--- config.mk ---
export PLATFORM = sky130hd
export DESIGN_NAME = codel_drop_decision
export DESIGN_NICKNAME = d
export VERILOG_FILES = /design/src/rtl/codel_pkg.sv /design/src/rtl/codel_drop_decision.sv
export SDC_FILE = /design/constraint.sdc
export NUM_CORES = 2
export LEC_CHECK = 0
export BUFFER_PORTS_ARGS = -buffer_cell sky130_fd_sc_hd__buf_2
export CAP_MARGIN = 25
export CORE_MARGIN = 3
export CORE_UTILIZATION = 70
export CTS_CLUSTER_DIAMETER = 120
export DETAILED_ROUTE_END_ITERATION = 6
export GPL_TIMING_DRIVEN = 0
export PLACE_DENSITY = 0.86
export SYNTH_ARGS = -nofsm -noshare
export SYNTH_HDL_FRONTEND = slang
export SYNTH_SLANG_ARGS = --single-unit
--- constraint.sdc ---
create_clock -name i_clk -period 18.15 [get_ports i_clk]
set_clock_uncertainty 0.05 [all_clocks]
set_input_delay 3.63 -clock i_clk [delete_from_list [all_inputs] [get_ports i_clk]]
set_output_delay 3.63 -clock i_clk [all_outputs]
set_load 0.005 [all_outputs]
--- src/rtl/codel_pkg.sv ---
// Package for the CoDel drop decision block.
// Holds the sequencer state codes, operation modes and register indexes.
// No dependencies.
package codel_pkg;

    // Configuration register indexes on the write port.
    localparam logic [1:0] CFG_TARGET   = 2'd0;
    localparam logic [1:0] CFG_INTERVAL = 2'd1;
    localparam logic [1:0] CFG_MIN      = 2'd2;

    // Reset values of the configuration registers.
    localparam logic [31:0] TARGET_RST   = 32'd5000;
    localparam logic [27:0] INTERVAL_RST = 28'd100000;
    localparam logic [31:0] MIN_RST      = 32'd1514;

    // Reciprocal square root of one in Q0.16.
    localparam logic [15:0] INV_ONE = 16'hFFFF;

    // Phase codes: why the next transaction is expected.
    localparam logic [1:0] PH_IDLE  = 2'd0;
    localparam logic [1:0] PH_DROP  = 2'd1;
    localparam logic [1:0] PH_ENTRY = 2'd2;

    // Sequencer states.
    typedef enum logic [3:0] {
        S_IDLE,
        S_EVAL,
        S_N1,
        S_N2,
        S_N3,
        S_N4,
        S_N5,
        S_N6,
        S_CLM,
        S_CLA,
        S_OUT
    } t_state;

    // What the sequencer does after a Newton step or control law.
    typedef enum logic [1:0] {
        M_DROP,
        M_ENTRY,
        M_FOLLOW
    } t_mode;

endpackage

--- src/rtl/codel_drop_decision.sv ---
// CoDel drop decision for the head of a queue, top level.
// One shared 32x32 multiplier under a small sequencer; uses codel_pkg.
//
// Usage:
//   Slave channel (i_s_axis_*): one transaction per popped head packet or
//   per empty-queue event. tuser carries the kind (1 = queue was empty),
//   tdata carries now, sojourn time and queue bytes.
//   Master channel (o_m_axis_*): exactly one result per input transaction,
//   telling whether to drop the packet, the dropping state, the drop count
//   and the next scheduled drop time. After a drop the consumer pops the
//   next packet and presents it with the same time value.
//   Configuration: i_cfg_we writes i_cfg_wdata to the register selected by
//   i_cfg_addr (0 target, 1 interval, 2 min bytes); write only while idle.
// Timing: o_s_axis_tready is high only while the block is idle. After acceptance a
//   result becomes valid after an evaluation state, then at most one control law
//   (multiply and add) and at most one Newton step, all on the one shared
//   multiplier. The result then holds until taken, and the next transaction is
//   accepted in the cycle after that.
// Reset (synchronous, active low) clears the dropping state and loads the
//   default register values; the block is ready as soon as reset is released.
module codel_drop_decision (
    input  logic        i_clk,
    input  logic        i_rst_n,
    // Input transactions.
    input  logic        i_s_axis_tvalid,
    output logic        o_s_axis_tready,
    input  logic [95:0] i_s_axis_tdata,  // now_us[31:0], sojourn_us[63:32], queue_bytes[95:64]
    input  logic        i_s_axis_tuser,  // kind[0]
    // Result transactions.
    output logic        o_m_axis_tvalid,
    input  logic        i_m_axis_tready,
    output logic [71:0] o_m_axis_tdata,  // drop[0], dropping[1], drop_count[33:2],
                                         // next_drop_us[65:34], zero pad[71:66]
    // Configuration write port.
    input  logic        i_cfg_we,
    input  logic [1:0]  i_cfg_addr,
    input  logic [31:0] i_cfg_wdata
);
    import codel_pkg::*;

    t_state r_state, n_state;
    t_mode  r_mode, n_mode;

    logic [31:0] r_target, r_min_bytes;
    logic [27:0] r_interval;

    logic        r_kind;
    logic [31:0] r_now, r_soj, r_bytes;

    logic        r_dropping, n_dropping;
    logic [31:0] r_count, n_count;
    logic [31:0] r_last_count, n_last_count;
    logic [15:0] r_inv, n_inv;
    logic [31:0] r_first_above, n_first_above;
    logic [31:0] r_drop_next, n_drop_next;
    logic [1:0]  r_phase, n_phase;
    logic        r_drop, n_drop;

    logic [63:0] r_prod;
    logic [46:0] r_v, n_v;
    logic [47:0] r_lo;

    logic [31:0] mul_a, mul_b;

    // Sojourn test and first-above tracking.
    logic        soj_fail, ok;
    logic [31:0] fa_set, fa_new;
    // Count reuse on re-entry.
    logic [31:0] cnt_diff, since_drop;
    logic [31:0] interval_x16;
    logic        reuse;
    // Newton and control law intermediates.
    logic [48:0] nt_diff;
    logic [47:0] nt_sum;
    logic [31:0] cl_base, cl_next;
    // Branch decisions for the sequencer.
    logic        go_newton, go_cl, go_out;

    // Sojourn test: fail clears first_above, first pass arms it.
    always_comb begin
        interval_x16 = {r_interval, 4'b0000};
        soj_fail     = r_kind | ((r_soj - r_target) >> 31 != 32'd0) | (r_bytes <= r_min_bytes);
        fa_set       = r_now + {4'b0000, r_interval};
        ok           = !soj_fail && (r_first_above != 32'd0) && (r_first_above - r_now) >> 31 != 32'd0;
        if (soj_fail) begin
            fa_new = 32'd0;
        end else if (r_first_above == 32'd0) begin
            fa_new = fa_set;
        end else begin
            fa_new = r_first_above;
        end
        cnt_diff   = r_count - r_last_count;
        since_drop = r_now - r_drop_next;
        reuse      = (cnt_diff > 32'd1) && !cnt_diff[31] && ((since_drop - interval_x16) >> 31 != 32'd0);
    end

    // Operand selection for the shared multiplier.
    always_comb begin
        case (r_state)
            S_N1: begin
                mul_a = {16'd0, r_inv};
                mul_b = {16'd0, r_inv};
            end
            S_N2: begin
                mul_a = r_count;
                mul_b = r_prod[31:0];
            end
            S_N4: begin
                mul_a = r_v[31:0];
                mul_b = {16'd0, r_inv};
            end
            S_N5: begin
                mul_a = {17'd0, r_v[46:32]};
                mul_b = {16'd0, r_inv};
            end
            S_CLM: begin
                mul_a = {4'd0, r_interval};
                mul_b = {16'd0, r_inv};
            end
            default: begin
                mul_a = 32'd0;
                mul_b = 32'd0;
            end
        endcase
    end

    // Datapath next values and branch decisions.
    always_comb begin
        n_mode        = r_mode;
        n_dropping    = r_dropping;
        n_count       = r_count;
        n_last_count  = r_last_count;
        n_inv         = r_inv;
        n_first_above = r_first_above;
        n_drop_next   = r_drop_next;
        n_phase       = r_phase;
        n_drop        = r_drop;
        n_v           = r_v;
        go_newton     = 1'b0;
        go_cl         = 1'b0;
        go_out        = 1'b0;

        nt_diff = {17'd3, 32'd0} - r_prod[48:0];
        nt_sum  = r_lo + {r_prod[15:0], 32'd0};
        cl_base = (r_mode == M_ENTRY) ? r_now : r_drop_next;
        cl_next = cl_base + r_prod[47:16];

        case (r_state)
            S_IDLE: begin
                n_drop = 1'b0;
            end
            S_EVAL: begin
                n_phase = PH_IDLE;
                go_out  = 1'b1;
                if (r_phase == PH_DROP) begin
                    n_first_above = fa_new;
                    if (!ok) begin
                        n_dropping = 1'b0;
                    end else begin
                        n_mode = M_FOLLOW;
                        go_out = 1'b0;
                        go_cl  = 1'b1;
                    end
                end else if (r_phase == PH_ENTRY) begin
                    n_first_above = fa_new;
                end else if (r_kind) begin
                    n_dropping = 1'b0;
                end else begin
                    n_first_above = fa_new;
                    if (r_dropping) begin
                        if (!ok) begin
                            n_dropping = 1'b0;
                        end else if ((r_now - r_drop_next) >> 31 == 32'd0) begin
                            n_count   = r_count + 32'd1;
                            n_drop    = 1'b1;
                            n_phase   = PH_DROP;
                            n_mode    = M_DROP;
                            go_out    = 1'b0;
                            go_newton = 1'b1;
                        end
                    end else if (ok) begin
                        n_drop     = 1'b1;
                        n_phase    = PH_ENTRY;
                        n_dropping = 1'b1;
                        n_mode     = M_ENTRY;
                        go_out     = 1'b0;
                        if (reuse) begin
                            n_count      = cnt_diff;
                            n_last_count = cnt_diff;
                            go_newton    = 1'b1;
                        end else begin
                            n_count      = 32'd1;
                            n_last_count = 32'd1;
                            n_inv        = INV_ONE;
                            go_cl        = 1'b1;
                        end
                    end
                end
            end
            S_N3: begin
                n_v = nt_diff[48:2];
            end
            S_N6: begin
                n_inv = nt_sum[46:31];
                if (r_mode == M_ENTRY) begin
                    go_cl = 1'b1;
                end else begin
                    go_out = 1'b1;
                end
            end
            S_CLA: begin
                n_drop_next = cl_next;
                go_out      = 1'b1;
                if (r_mode == M_FOLLOW && (r_now - cl_next) >> 31 == 32'd0) begin
                    n_count   = r_count + 32'd1;
                    n_drop    = 1'b1;
                    n_phase   = PH_DROP;
                    n_mode    = M_DROP;
                    go_out    = 1'b0;
                    go_newton = 1'b1;
                end
            end
            default: begin
            end
        endcase
    end

    // Sequencer next state.
    always_comb begin
        case (r_state)
            S_IDLE:  n_state = (i_s_axis_tvalid) ? S_EVAL : S_IDLE;
            S_N1:    n_state = S_N2;
            S_N2:    n_state = S_N3;
            S_N3:    n_state = S_N4;
            S_N4:    n_state = S_N5;
            S_N5:    n_state = S_N6;
            S_CLM:   n_state = S_CLA;
            S_OUT:   n_state = (i_m_axis_tready) ? S_IDLE : S_OUT;
            S_EVAL, S_N6, S_CLA: begin
                if (go_newton) begin
                    n_state = S_N1;
                end else if (go_cl) begin
                    n_state = S_CLM;
                end else if (go_out) begin
                    n_state = S_OUT;
                end else begin
                    n_state = S_OUT;
                end
            end
            default: n_state = S_IDLE;
        endcase
    end

    // Handshake and result outputs.
    always_comb begin
        o_s_axis_tready = (r_state == S_IDLE);
        o_m_axis_tvalid = (r_state == S_OUT);
        o_m_axis_tdata  = {6'd0, r_drop_next, r_count, r_dropping, r_drop};
    end

    // Control state and configuration registers.
    always_ff @(posedge i_clk) begin
        if (!i_rst_n) begin
            r_state       <= S_IDLE;
            r_mode        <= M_DROP;
            r_target      <= TARGET_RST;
            r_interval    <= INTERVAL_RST;
            r_min_bytes   <= MIN_RST;
            r_dropping    <= 1'b0;
            r_count       <= 32'd0;
            r_last_count  <= 32'd0;
            r_inv         <= INV_ONE;
            r_first_above <= 32'd0;
            r_drop_next   <= 32'd0;
            r_phase       <= PH_IDLE;
            r_drop        <= 1'b0;
        end else begin
            r_state       <= n_state;
            r_mode        <= n_mode;
            r_dropping    <= n_dropping;
            r_count       <= n_count;
            r_last_count  <= n_last_count;
            r_inv         <= n_inv;
            r_first_above <= n_first_above;
            r_drop_next   <= n_drop_next;
            r_phase       <= n_phase;
            r_drop        <= n_drop;
            if (i_cfg_we) begin
                case (i_cfg_addr)
                    CFG_TARGET:   r_target    <= i_cfg_wdata;
                    CFG_INTERVAL: r_interval  <= i_cfg_wdata[27:0];
                    CFG_MIN:      r_min_bytes <= i_cfg_wdata;
                    default: begin
                    end
                endcase
            end
        end
    end

    // Payload registers: input capture and multiplier results.
    always_ff @(posedge i_clk) begin
        if (r_state == S_IDLE && i_s_axis_tvalid) begin
            r_kind  <= i_s_axis_tuser;
            r_now   <= i_s_axis_tdata[31:0];
            r_soj   <= i_s_axis_tdata[63:32];
            r_bytes <= i_s_axis_tdata[95:64];
        end
        r_prod <= mul_a * mul_b;
        r_v    <= n_v;
        if (r_state == S_N5) begin
            r_lo <= r_prod[47:0];
        end
    end

endmodule
==> summary.txt <==
Placed design
  – Pre-CTS setup slack: 5.27 ns
  – Gpl congestion: ~1.2
  – I/O Buffers: 202
  – Dpl hpwl: 173000 um

Die
  – Die W: roughly 290 um
  – Die height: approximately 290 um
  – Placement Rows: 102
  – Initial core utilization: a little under three quarters
  – Core area: 0.0780 mm^2
  – # IOs: 210
  – Die ar.: 0.0827 mm^2

Critical path
  – R2r setup slk: 4.22 ns
  – FF-to-FF Start: r_state[0]
  – Critical path launch point type: flop
  – Crit. Startpoint: r_state[0]
  – Critical Path AT: approximately 14 ns
  – CP Capture Point: r_prod[48]
  – CP peak stage delay: ~0.84 ns
  – Register-to-Register Path Depth: 37
  – FF-to-FF End: r_prod[48]
  – WS Path Type: reg2reg
  – Cell mode on critical path: fa_1
  – Crit. End Element: flop
  – Worst path slowest cell: clkbuf_1
  – CP required: 18.70 ns
  – Crit-path max FO: 10

Clock tree
  – Htree depth: 2
  – CTS Buffer Depth: 3
  – Worst-path clk slew: 0.07 ns
  – Root buf cell: clkbuf_16
  – Clk_lat worst skew: 0.72 ns
  – # resized after CTS: 0
  – Sink Count: 455
  – CTS tree: yes
  – Post-CTS Setup Bufs: 0
  – Num CTS Buffers: 53
  – Post-CTS Hold Buffers: 0

Final layout
  – Share of cells above drive strength 1: 5.61%
  – Final net count: around 8000
  – Area growth syn-to-layout: 8.50%
  – Most frequent cells in the layout: 1004 x inv_1, 864 x nand2_1, 798 x fa_1
  – Commonest non-fill, non-tap cell in the layout: inv_1

Min path
  – Min-delay worst type: reg2reg
  – HP Start: r_last_count[6]

STA
  – Setup ws final: roughly 4.2 ns
  – Setup TNS: 0 ns
  – Tcrit/Tclk final: between 70% and 80%
  – Setup violators final: 0
  – Fmax: a little over 70 MHz
  – Slew HR: roughly 6.4%
  – Final hold violations: 0
  – Max Slew Vio Count: 0
  – RSZ-0062 raised after global routing: no
  – Minimum clock period: 13.93 ns
  – Slew at the pin with the worst max-slew slack: 1.40 ns

Route
  – Via count: 53457
  – Routed len/inst: 28.8 um
  – DR iter-0 viols: 8209
  – DRC violation count after routing: 415
  – Drt via density: 6.79
  – ANT nets after route: 0
  – DR pass1 iterations: 7
  – WL final: roughly 230000 um

Global route
  – Largest net degree at the start of global routing: 74
  – Initial antenna violation count: 21
  – GR Overflow Total: 0
  – First-pass GRT wire length: 332000 um
  – Vias in the first global route: 53954
  – GRT Total Usage: 55.1%

Synthesis
  – Post-synthesis sequential area ratio: roughly a fifth
  – Post-synthesis area per instance: roughly 8.6 um^2
  – Cell count after synthesis: between 6000 and 7000
  – Top FF cell, synth: dfxtp_1
  – Post-synth EDFFs: 160
  – FFs w/ async S/R, synth: 0%
  – Syn Std Cell Area: roughly 0.056 mm^2
  – #FFs+latches synth: 455
  – Warnings from Yosys: 0
  – Yosys cell types: 85

Pwr
  – Worst vdd ir: about 100 uV
  – Pwr dens: between 70 and 80 mW/mm^2
  – Total leakage power: 27.4 nW
  – Pwr Total: 4.59 mW

Run status
  – Failing checks: DRC
  – Outcome: finished, violations left

Flow run
  – Max-Cap Viols: 0
[cell usage after synthesis (94+ instances only)]
cell type,count,area [um^2]
ha_1,465,5820
dfxtp_1,295,5910
clkbuf_1,267,1000
xnor2_1,150,1310
nand2_1,864,3240
fa_1,798,16000
edfxtp_1,160,4800
nand3_1,110,551
o21ai_0,212,1060
nor2_1,782,2940
inv_1,1004,3770
a21oi_1,323,1620
a21o_1,94,706
[power breakdown]
part / internal, mW / switching [mW]
registers: 1.16 / 0.200
logic: 0.688 / 1.41
clock network: 0.616 / 0.512
[critical path, delay by kind of cell, from the launching register on]
kind	cells	cell delay, ns
buffers and inverters	14	4.54
flip-flops	1	0.35
adder cells (fa/ha/maj)	9	4.14
AO/OA/AOI/OAI	8	3.06
XOR/XNOR	1	0.15
AND/OR/NAND/NOR	5	1.49
[area by class of cell]
| class | instances | area (um^2) |
|---|---|---|
| Timing Repair Buffer | 248 | 1540 |
| Clock inverter | 25 | 290 |
| Buffer | 293 | 1140 |
| Antenna cell | 28 | 70.1 |
| Fill cell | 5335 | 17700 |
| Inverter | 1004 | 3770 |
| Tap cell | 1040 | 1300 |
| Sequential cell | 455 | 10700 |
| Clock buffer | 75 | 1470 |
| Multi-Input combinational cell | 4705 | 39900 |
[metrics by stage]
stage / instances / util, % / instance area, um^2 / hold slack (ns)
floorplan: 6457 / - / 55500 / 0.375
global placement: 7699 / 74.2 / 57800 / 0.384
detailed placement: 7722 / 74.5 / 58100 / 0.393
CTS: 7822 / 76.8 / 59900 / 0.406
global route: 7855 / 77.2 / 60200 / 0.425
finish: 7873 / 77.2 / 60200 / 0.404
[cell families after synthesis]
kind of cell             Yosys count  synth area share (%)
adder cells (fa/ha/maj)         1263                  39.3
buffers and inverters           1297                  8.83
flip-flops                       455                  19.3
multiplexers                      11                 0.203
AO/OA/AOI/OAI                   1036                  11.9
other                              1               0.00676
AND/OR/NAND/NOR                 2158                  16.9
XOR/XNOR                         231                  3.67
[layer usage]
metal / wire, um / share of wire, % / vias to the layer above / track usage [%]
met5: 195 / 0.086 / - / 4.05
met4: 28000 / 12 / 10 / 48.6
met3: 35900 / 16 / 1890 / 28.2
met2: 93200 / 41 / 4886 / 80.1
met1: 69800 / 31 / 25111 / 58.3
li1: - / - / 21560 / -
[worst min path at each step]
stage                  endpoint  cells past startpoint
6_report        r_last_count[6]                      2
5_1_grt          r_min_bytes[9]                      2
4_1_cts          r_min_bytes[9]                      2
3_5_place_dp   r_last_count[16]                      2
3_3_place_gp   r_last_count[16]                      2
2_1_floorplan  r_last_count[16]                      2
[registers in the layout, indices dropped and copies added, names as in the netlist, 28 cells and up]
signal,flops
r_target,32
r_bytes,32
r_min_bytes,32
r_last_count,32
r_v,47
r_now,32
r_count,32
r_first_above,32
r_interval,28
r_prod,49
r_drop_next,32
r_soj,32
Power figures use the tool's default switching activity.
